`src/whc_pkg.sv`:
```
// ----------------------------------------------------------------------------
// whc_pkg
// Shared types, constants and the microcode table for the weighted
// complete-intersection Hilbert function unit.
// ----------------------------------------------------------------------------
package whc_pkg;

  localparam int MAX_ARG    = 1275;
  localparam int TBL_DEPTH  = MAX_ARG + 1;
  localparam int ADDR_W     = $clog2(TBL_DEPTH);
  localparam int CNT_W      = 32;
  localparam int N_W        = 11;
  localparam int ARG_W      = 13;
  localparam int W_W        = 6;
  localparam int D_W        = 8;
  localparam int NUM_W      = 4;
  localparam int WSEL_W     = 2;
  localparam int K_W        = 3;
  localparam int WSUM_W     = 9;
  localparam int KD_W       = 11;
  localparam int CFG_IDX_W  = 3;
  localparam int CFG_DATA_W = 8;
  localparam int IN_TDATA_W = 16;
  localparam int STEP_W     = 4;

  typedef enum logic [CFG_IDX_W-1:0] {
    REG_WEIGHT_ONE   = 3'd0,
    REG_WEIGHT_TWO   = 3'd1,
    REG_WEIGHT_THREE = 3'd2,
    REG_WEIGHT_FOUR  = 3'd3,
    REG_TOTAL_DEGREE = 3'd4
  } cfg_reg_e;

  typedef enum logic [1:0] {
    IDX_HOLD,
    IDX_ZERO,
    IDX_INC,
    IDX_LOAD_W
  } idx_op_e;

  typedef enum logic [2:0] {
    COND_NEVER,
    COND_ALWAYS,
    COND_NO_INPUT,
    COND_IDX_MORE,
    COND_WSEL_MORE,
    COND_MASK_MORE,
    COND_OUT_BUSY
  } cond_e;

  typedef enum logic [STEP_W-1:0] {
    ST_WAIT,
    ST_CLEAR,
    ST_SETUP,
    ST_READ,
    ST_WRITE,
    ST_NEXTW,
    ST_LREAD,
    ST_LACC,
    ST_OUT,
    ST_DONE
  } step_e;

  typedef struct packed {
    logic    in_ready;
    logic    init;
    idx_op_e idx_op;
    logic    clr_wr;
    logic    add_wr;
    logic    wsel_inc;
    logic    lk_rd;
    logic    lk_acc;
    logic    out_load;
    cond_e   cond;
    step_e   target;
  } ctrl_t;

  typedef struct packed {
    logic in_valid;
    logic idx_last;
    logic wsel_last;
    logic mask_last;
    logic out_busy;
  } stat_t;

  // control store: one word per step
  function automatic ctrl_t ucode(step_e s);
    ctrl_t c;
    c = '0;
    unique case (s)
      ST_WAIT: begin
        c.in_ready = 1'b1;
        c.init     = 1'b1;
        c.idx_op   = IDX_ZERO;
        c.cond     = COND_NO_INPUT;
        c.target   = ST_WAIT;
      end
      ST_CLEAR: begin
        c.clr_wr = 1'b1;
        c.idx_op = IDX_INC;
        c.cond   = COND_IDX_MORE;
        c.target = ST_CLEAR;
      end
      ST_SETUP: begin
        c.idx_op = IDX_LOAD_W;
        c.cond   = COND_NEVER;
      end
      ST_READ: begin
        c.cond = COND_NEVER;
      end
      ST_WRITE: begin
        c.add_wr = 1'b1;
        c.idx_op = IDX_INC;
        c.cond   = COND_IDX_MORE;
        c.target = ST_READ;
      end
      ST_NEXTW: begin
        c.wsel_inc = 1'b1;
        c.cond     = COND_WSEL_MORE;
        c.target   = ST_SETUP;
      end
      ST_LREAD: begin
        c.lk_rd = 1'b1;
        c.cond  = COND_NEVER;
      end
      ST_LACC: begin
        c.lk_acc = 1'b1;
        c.cond   = COND_MASK_MORE;
        c.target = ST_LREAD;
      end
      ST_OUT: begin
        c.out_load = 1'b1;
        c.cond     = COND_OUT_BUSY;
        c.target   = ST_OUT;
      end
      ST_DONE: begin
        c.cond   = COND_ALWAYS;
        c.target = ST_WAIT;
      end
      default: begin
        c.cond   = COND_ALWAYS;
        c.target = ST_WAIT;
      end
    endcase
    return c;
  endfunction

endpackage

```
`src/whc_seq.sv`:
```
// ----------------------------------------------------------------------------
// whc_seq
// Step counter and control store; picks the next step from the condition
// field of the current control word.
// ----------------------------------------------------------------------------
module whc_seq
  import whc_pkg::*;
(
  input  logic  clk_i,
  input  logic  rst_ni,
  input  stat_t stat_i,
  output ctrl_t ctrl_o
);

  step_e step_q, step_d;
  ctrl_t ctrl;
  logic  jump;

  assign ctrl = ucode(step_q);

  always_comb begin
    unique case (ctrl.cond)
      COND_NEVER:     jump = 1'b0;
      COND_ALWAYS:    jump = 1'b1;
      COND_NO_INPUT:  jump = !stat_i.in_valid;
      COND_IDX_MORE:  jump = !stat_i.idx_last;
      COND_WSEL_MORE: jump = !stat_i.wsel_last;
      COND_MASK_MORE: jump = !stat_i.mask_last;
      COND_OUT_BUSY:  jump = stat_i.out_busy;
      default:        jump = 1'b0;
    endcase
  end

  always_comb begin
    if (jump) begin
      step_d = ctrl.target;
    end else begin
      step_d = step_e'(step_q + STEP_W'(1));
    end
  end

  always_ff @(posedge clk_i or negedge rst_ni) begin
    if (!rst_ni) begin
      step_q <= ST_WAIT;
    end else begin
      step_q <= step_d;
    end
  end

  assign ctrl_o = ctrl;

  // an accepted beat always starts the table clear
  a_accept_clear: assert property (@(posedge clk_i) disable iff (!rst_ni)
    (ctrl.in_ready && stat_i.in_valid) |=> (step_q == ST_CLEAR))
    else $error("accepted beat did not start the clear sweep");

  // the last lookup hands over to the output step
  a_last_lookup: assert property (@(posedge clk_i) disable iff (!rst_ni)
    (step_q == ST_LACC && stat_i.mask_last) |=> (step_q == ST_OUT))
    else $error("last lookup did not reach the output step");

endmodule

```
`config.mk`:
```
export PLATFORM = sky130hd
export DESIGN_NAME = whc_seq
export DESIGN_NICKNAME = d
export VERILOG_FILES = /design/src/whc_pkg.sv /design/src/whc_seq.sv
export SDC_FILE = /design/constraint.sdc
export NUM_CORES = 1
export LEC_CHECK = 0
export BUFFER_PORTS_ARGS = -buffer_cell sky130_fd_sc_hd__clkbuf_2
export CAP_MARGIN = 15
export CORE_ASPECT_RATIO = 1.1
export CORE_MARGIN = 4
export CORE_UTILIZATION = 41
export CTS_CLUSTER_DIAMETER = 80
export DETAILED_ROUTE_END_ITERATION = 7
export PLACE_DENSITY_LB_ADDON = 0.1
export SLEW_MARGIN = 0
export SYNTH_ARGS = -nofsm -noshare
export SYNTH_HDL_FRONTEND = slang
export SYNTH_SLANG_ARGS = --single-unit
```
`constraint.sdc`:
```
create_clock -name clk_i -period 6 [get_ports clk_i]
set_clock_uncertainty 0.05 [all_clocks]
set_input_delay 0 -clock clk_i [delete_from_list [all_inputs] [get_ports clk_i]]
set_output_delay 0 -clock clk_i [all_outputs]
set_load 0.005 [all_outputs]
```
## Word-level counts from Yosys, hierarchy flattened

Index checks and enable logic that the tools add are counted.

| storage, ports and cells | value |
|---|---|
| register bits | 4 |
| input port bits | 7 |
| output and inout port bits | 17 |
| logic and storage cells | 35 |

| cells by class | value |
|---|---|
| $add $sub $neg | 1 |
| equality and inequality tests | 14 |
| multiplexer cells | 12 |
| reductions and logical operators | 7 |

Operators with widths:

| cell | count |
|---|---|
| 4-bit one-hot mux with 5 select lines | 1 |
| 3-bit one-hot mux with 6 select lines | 1 |
| 4-bit by 3-bit == test with 1-bit output, second input constant | 4 |
| 3-bit == test, second input constant | 3 |
| 4-bit by 2-bit == test with 1-bit output, second input constant | 2 |
| 3-bit by 2-bit == test with 1-bit output, second input constant | 2 |
| 1-bit two-way mux | 6 |
| 1-bit one-hot mux with 6 select lines | 1 |
| 2-bit one-hot mux with 3 select lines | 1 |
| 4-bit by 1-bit adder with 4-bit output, second input constant | 1 |
| 4-bit by 1-bit == test with 1-bit output, second input constant | 1 |
| 4-bit == test, second input constant | 1 |
| 1-bit zero test | 4 |
| 4-bit zero test | 1 |
| 4-bit two-way mux | 1 |
| 3-bit by 1-bit == test with 1-bit output, second input constant | 1 |
| 3-bit OR reduction | 1 |
| 2-bit two-way mux | 1 |
| 2-bit OR reduction | 1 |

## Logic depth before layout (Yosys ltp)

Gate-level depths: netlist (run 1).

| logic depth | value |
|---|---|
| word-level depth | 6 |
| depth in mapped cells | 8 |
| mapped depth without buffers | 7 |

## Least setup slack after synthesis (run 1)

No wires, ideal clock.

| timing | value |
|---|---|
| kind | register to register |
| start point | reg step_q[0] |
| end point | reg step_q[1] |
| setup time | 0.125 ns |
| arrival time | 1.937 ns |
| required time | 5.825 ns |
| setup slack | 3.888 ns |
| cell stages (with the launch flop) | 8 |
| path buffers | 1 |
| clock period less this slack | 2.112 ns |
| path through | dfrtp_1 > ha_1 > buf_6 > or4_4 > nand4b_4 > a21oi_2 > a22o_4 > mux2_4 |

RTL lines:

| what | line | source |
|---|---|---|
| start, declared | whc_seq.sv:15 | `step_e step_q, step_d;` |
| start signal, assigned | whc_seq.sv:46 | `step_q <= step_d;` |

## Worst setup path after layout (run 1)

| timing | value |
|---|---|
| start point | reg step_q[0] |
| end point | reg step_q[1] |

| on the way | value |
|---|---|
| cells in the longest elaborated chain, start to end | 6 |
| elaborated cells on any way between the ends | 22 |
| classes of those cells | 1 x add/sub; 14 x eq/ne; 4 x mux; 3 x reduce/logical |

Ends and longest elaborated chain:

| what | line | source |
|---|---|---|
| 4-bit by 3-bit == test with 1-bit output (tied with other cells) | whc_pkg.sv:90 | `unique case (s)` |
| 3-bit OR reduction (no source line) or 2-bit OR reduction (tied branches) | n/a |  |
| 3-bit one-hot mux with 6 select lines | whc_pkg.sv:90 |  |
| 3-bit == test (tied with other cells) | whc_seq.sv:22 | `unique case (ctrl.cond)` |
| 1-bit one-hot mux with 6 select lines | whc_seq.sv:22 |  |
| 4-bit two-way mux * | whc_seq.sv:35 | `if (jump) begin` |
| via step_d[1] | whc_seq.sv:15 |  |

Mark *: on every way through the listed nets, which the timed path passes. The rest lies on a longest branch.

==> out/results.ini, run 1 <==
[outcome]
outcome = finished clean

[grt]
first_global_vias = 482
track_usage_pct = 14.0
grt.overflow.total = 0
antenna_violations_before_repair = 0
grt_pass1_wl_um = 2120
maximum_number_of_pins_on_one_net_before_global_route_repair = 17

[critical_path]
timing.setup.critical_path_class = reg2reg
crit-reg2reg-launch = step_q[0]
critical_path.max_fanout = 14
crit_start = step_q[0]
critPathMaxStageDelay_ns = 0.58
worst_ep_required_time_ns = 6.06
standard_cell_with_the_maximum_stage_delay_on_the_critical_path = sky130_fd_sc_hd__or4_4
timing.critical_path.to_type = flip-flop
worstSetupStartpointType = flip-flop
worst_ep_arrival_time_ns = 2.40
crit_chain = inv_1, ha_1, or4_4, nand4b_4, a21oi_2, a22o_4, mux2_4

[synthesis]
ys_ff_latch = 4
synth.area.mux_share_pct = 5.08
netlist_area_um2 = 591
compound_gate_fraction_of_synth_area_pct = 21.8
synth-seq-area-share_pct = 16.9
synth_top_flop_cell = sky130_fd_sc_hd__dfrtp_1
net_count_of_the_mapped_netlist = 74
ys_async_rst_share_pct = 100
largest_family_of_logic_cells_by_synthesized_area = simple AND/OR/NAND/NOR gates
synth_adder_area_share_pct = 8.47
syn_inst = 63
synthXorXnorAreaFrac_pct = 2.97
syn-mean-instance-area_um2 = 9.37
ys.warnings.count = 0
synth.lib_cells_used.distinct = 40
synth-edff-count = 0
synthSimpleGateAreaFrac_pct = 34.1

[place]
gpl.final_weighted_congestion = 0.797
place_hpwl_um = 990
portBuffers = 23
dp_slack_ns = 3.67
placed_cells_incl_taps = 96

[clock_network]
cts-buffers-inserted = 3
clock_sink_count = 4
cts-root-buf = sky130_fd_sc_hd__clkbuf_4
cts_max_path_buffers = 2
clock_insertion_delay_worst_skew_ns = 0.23
cts_tree = built
clkTransAtPathRegs_ns = 0.03
cts_setup_buffers = 0
cts_max_level = 1

[timing]
finalWorstPathRequiredPeriod_ns = 2.34
timing_worst_slew_pin_value_ns = 0.463
maxSlewHeadroom_pct = 69.1
final_max_slew_viol_count = 0
final.setup.worst_slack_ns = 3.66
hold_viol = 0
finalHoldWorstSlack_ns = 0.0561
final.setup.tns_ns = 0
timing.fmax_ghz = 0.428
timing.final.crit_share_pct = 39.0
setup_viol = 0
grt_setup_unrepaired = no

[final_layout]
finalNonFillerCells = 101
finish.utilization_pct = 52.7
final_cell_mix = 23 x sky130_fd_sc_hd__clkbuf_2, 5 x sky130_fd_sc_hd__nor3_1, 4 x sky130_fd_sc_hd__ha_1, 4 x sky130_fd_sc_hd__dfrtp_1
fillerInstances = 137
area_growth_pct = 22.0
sequential_cell_area_um2 = 100
most_common_cell_after_layout_fill_and_taps_aside = sky130_fd_sc_hd__clkbuf_2
largest_reg_flops = 4
max_flop_register = step_q
post_route_cells_drive_above_1_share_pct = 44.7
biggestRegsByFlops = step_q: 4 flops
number_of_diodes = 0
num-nets-final = 98
multi_input_comb_area_um2 = 428

[die]
dieHeight_um = 47.8
floorplan.core_area_um2 = 1370
std_cell_rows = 14
boundaryPins = 24
floorplan.initialDensity_pct = 43.2
width_of_the_chip_um = 44.2
die_area_um2 = 2110

[run]
timing.max_cap.violations = 0

[power_and_ir_drop]
total_leakage_power_nw = 0.372
max-vdd-ir-drop_v = 0.000254
pwr_density_cell_nw_per_um2 = 459

[drt]
drt-initial-drc-count = 4
final_routed_wire_length_divided_by_cell_count_um = 12.9
vias_post_dr = 535
detail_route.first_pass.iterations = 4
route.final.wire_length_um = 1300
drtAntennaViolNets = 0
drt-vias-per-instance = 5.30
drcViolationCount = 0

[min_path]
hp-class = in2async

critical path, delay by kind of cell, from the launching register on:
kind	cells	cell delay, ns
muxes	1	0.30
DFF	1	0.38
buffers and inverters	1	0.09
and+or+nand+nor	2	0.71
adders and majority gates	1	0.37
AOI/OAI and AO/OA	2	0.33
area by class of cell:
cell class,count,area share [%]
multi-input cells,49,59.4
repair buffers,25,18.8
flip-flops and latches,4,13.9
well taps,16,2.78
clock buffers,3,3.13
inverters,4,2.08
report_power, final:
part,internal [W],switching (W)
clock network,0.0000223,0.00000969
logic,0.000128,0.000123
registers,0.0000353,0.0000119
what timing repair did:
| action | CTS | global route |
|---|---|---|
| hold buffers | 2 | 0 |
| resized for setup | 0 | 0 |
| hold endpoints to repair | 5 | 0 |
metrics by stage:
stage / power [W] / instance area [µm²]
after global routing: 0.000367 / 721
after floorplan: 0.000249 / 591
after CTS: 0.000336 / 721
after detailed placement: 0.000299 / 678
after global placement: 0.000298 / 678
final: 0.000331 / 721
synthesized netlist by cell type (all sizes together) (3+ instances only):
cell | number | area (µm²)
buf | 5 | 40.0
and3b | 4 | 36.3
a22o | 3 | 35.0
ha | 4 | 50.1
nor3 | 5 | 25.0
inv | 3 | 11.3
nor2 | 4 | 17.5
dfrtp | 4 | 100
and2 | 3 | 18.8
worst paths after layout:
kind	slack, ns	endpoint	cells after the start
max	3.66	step_q[1]	7
min	0.06	step_q[2]	2
max reg2reg	3.66	step_q[1]	7
min reg2reg	0.65	step_q[0]	2
max in group asynchronous	5.73	step_q[0]	2
min in group clk_i	0.16	step_q[0]	3
per-layer routing:
metal  GRT usage (%)  up-vias  share of wire (%)
li1                -      269                  -
met1            17.8      252                 45
met2            21.8       14                 49
met3            2.63        0                5.3
met4            9.04        0                  0
met5               0        -                  0
cell families after synthesis:
kind of cell | after synthesis
DFF | 4
and+or+nand+nor | 28
xor gates and xnor gates | 2
muxes | 2
adders and majority gates | 4
AOI/OAI and AO/OA | 13
buffers and inverters | 10
Note: power is estimated with default switching activity, not from simulation.
==> inputs of run 2 (changes only) <==
==> constraint.sdc (replaced) <==
create_clock -name clk_i -period 2.4 [get_ports clk_i]
set_clock_uncertainty 0.05 [all_clocks]
set_input_delay 0 -clock clk_i [delete_from_list [all_inputs] [get_ports clk_i]]
set_output_delay 0 -clock clk_i [all_outputs]
set_load 0.005 [all_outputs]
==> run 2 against run 1 <==
  * Via count grew 0.93%
  * Clock power grew to 2.5 times the previous value
  * First-iteration DRC count shrank 50%
  * Critical path type unchanged
  * Highest routed layer is now met4
==> out/results.ini, run 2 (synthesis gave the netlist of run 1 again) <==
[final_layout]
area_growth_pct = 28.4
number_of_diodes = 0
final_cell_mix = 23 x sky130_fd_sc_hd__clkbuf_2, 5 x sky130_fd_sc_hd__nor3_1, 5 x sky130_fd_sc_hd__buf_4
sequential_cell_area_um2 = 100
num-nets-final = 103
multi_input_comb_area_um2 = 428
fillerInstances = 133
biggestRegsByFlops = step_q: 4 flops
largest_reg_flops = 4
finish.utilization_pct = 55.5
post_route_cells_drive_above_1_share_pct = 47.8
most_common_cell_after_layout_fill_and_taps_aside = sky130_fd_sc_hd__clkbuf_2
max_flop_register = step_q

[grt]
grt_pass1_wl_um = 2240
maximum_number_of_pins_on_one_net_before_global_route_repair = 13
grt.overflow.total = 0
first_global_vias = 497
track_usage_pct = 15.1
antenna_violations_before_repair = 0

[critical_path]
crit-reg2reg-launch = step_q[0]
worstSetupStartpointType = flip-flop
worst_ep_arrival_time_ns = 2.27
timing.critical_path.to_type = flip-flop
crit_start = step_q[0]
timing.reg2reg.worst_path_depth = 7
timing.setup.critical_path_class = reg2reg
rrSetupSlack_ns = 0.19
timing.rr.end = step_q[1]
critical_path.max_fanout = 4
worst_ep_required_time_ns = 2.46
crit_end = step_q[1]

[drt]
detail_route.first_pass.iterations = 3
final_routed_wire_length_divided_by_cell_count_um = 12.9
vias_post_dr = 540
drtAntennaViolNets = 0
drt-vias-per-instance = 5.09
drt-initial-drc-count = 2
drcViolationCount = 0
route.final.wire_length_um = 1370

[power_and_ir_drop]
pwr_density_cell_nw_per_um2 = 1140
total_leakage_power_nw = 0.398
max-vdd-ir-drop_v = 0.000683

[run]
timing.max_cap.violations = 0

[clock_network]
ctsResizeCount = 0
cts-root-buf = sky130_fd_sc_hd__clkbuf_4
cts_max_level = 1
clkTransAtPathRegs_ns = 0.04
clock_sink_count = 4
cts_tree = built
cts-buffers-inserted = 3
cts_setup_buffers = 0
cts_max_path_buffers = 2
clock_insertion_delay_worst_skew_ns = 0.23

[timing]
timing.fmax_ghz = 0.453
final.setup.worst_slack_ns = 0.193
finalWorstPathRequiredPeriod_ns = 2.21
timing.final.crit_share_pct = 92.0
maxSlewHeadroom_pct = 78.7
setup_viol = 0
hold_viol = 0
grt_setup_unrepaired = no
final_max_slew_viol_count = 0
final.setup.tns_ns = 0
timing_worst_slew_pin_value_ns = 0.319

[min_path]
hp-class = in2async

[die]
floorplan.core_area_um2 = 1370
die_area_um2 = 2110
std_cell_rows = 14
boundaryPins = 24
width_of_the_chip_um = 44.2
dieHeight_um = 47.8
floorplan.initialDensity_pct = 43.2

[place]
place_hpwl_um = 1130
dp_slack_ns = 0.214
portBuffers = 23
gpl.final_weighted_congestion = 0.774

[outcome]
outcome = finished clean

run 2: worst min-delay path by stage:
| stage | to | cells past startpoint | from |
|---|---|---|---|
| 2_1_floorplan | step_q[0] | 0 | rst_ni |
| 3_3_place_gp | step_q[3] | 1 | rst_ni |
| 3_5_place_dp | step_q[3] | 1 | rst_ni |
| 4_1_cts | step_q[1] | 2 | rst_ni |
| 5_1_grt | step_q[3] | 2 | rst_ni |
| 6_report | step_q[2] | 2 | rst_ni |
run 2: report_power, final:
| part | internal (W) | switching (W) |
|---|---|---|
| logic | 0.000352 | 0.000326 |
| registers | 0.0000885 | 0.0000196 |
| clock network | 0.0000558 | 0.0000255 |
| total | 0.000496 | 0.000371 |
run 2: stage by stage:
| step | cell area, µm² | cells | hold WS (ns) | power, W |
|---|---|---|---|---|
| floorplan | 591 | 63 | -0.346 | 0.000622 |
| global placement | 716 | 101 | -0.240 | 0.000783 |
| detailed placement | 716 | 101 | -0.237 | 0.000787 |
| CTS | 758 | 106 | 0.0475 | 0.000880 |
| global route | 758 | 106 | 0.0652 | 0.000962 |
| finish | 758 | 106 | 0.0564 | 0.000868 |
run 2: metal layers:
metal  routed length (µm)  GRT usage [%]  vias to the layer above
li1                     -              -                      278
met1                  588           16.4                      250
met2                  716           26.7                       10
met3                   56           2.63                        2
met4                   10           10.8                        0
met5                    0              0                        -
run 2: repair_timing:
item                                    4_1_cts  5_1_grt
hold buffers                                  2        0
endpoints found under the setup margin        0        0
endpoints found under the hold margin         5        0
run 2: final cells by class:
class | count | share of cell area [%]
Sequential cell | 4 | 13.2
Tap cell | 16 | 2.64
Timing Repair Buffer | 30 | 22.8
Inverter | 4 | 1.98
Multi-Input combinational cell | 49 | 56.4
Clock buffer | 3 | 2.97
run 2: worst max-delay path, stage by stage, from the launching register on:
cell                       delay, ns
sky130_fd_sc_hd__dfrtp_1        0.38
sky130_fd_sc_hd__inv_1          0.10
sky130_fd_sc_hd__ha_1           0.25
sky130_fd_sc_hd__or4_4          0.56
sky130_fd_sc_hd__nand4b_4       0.13
sky130_fd_sc_hd__a21oi_2        0.04
sky130_fd_sc_hd__a22o_4         0.29
sky130_fd_sc_hd__mux2_4         0.29
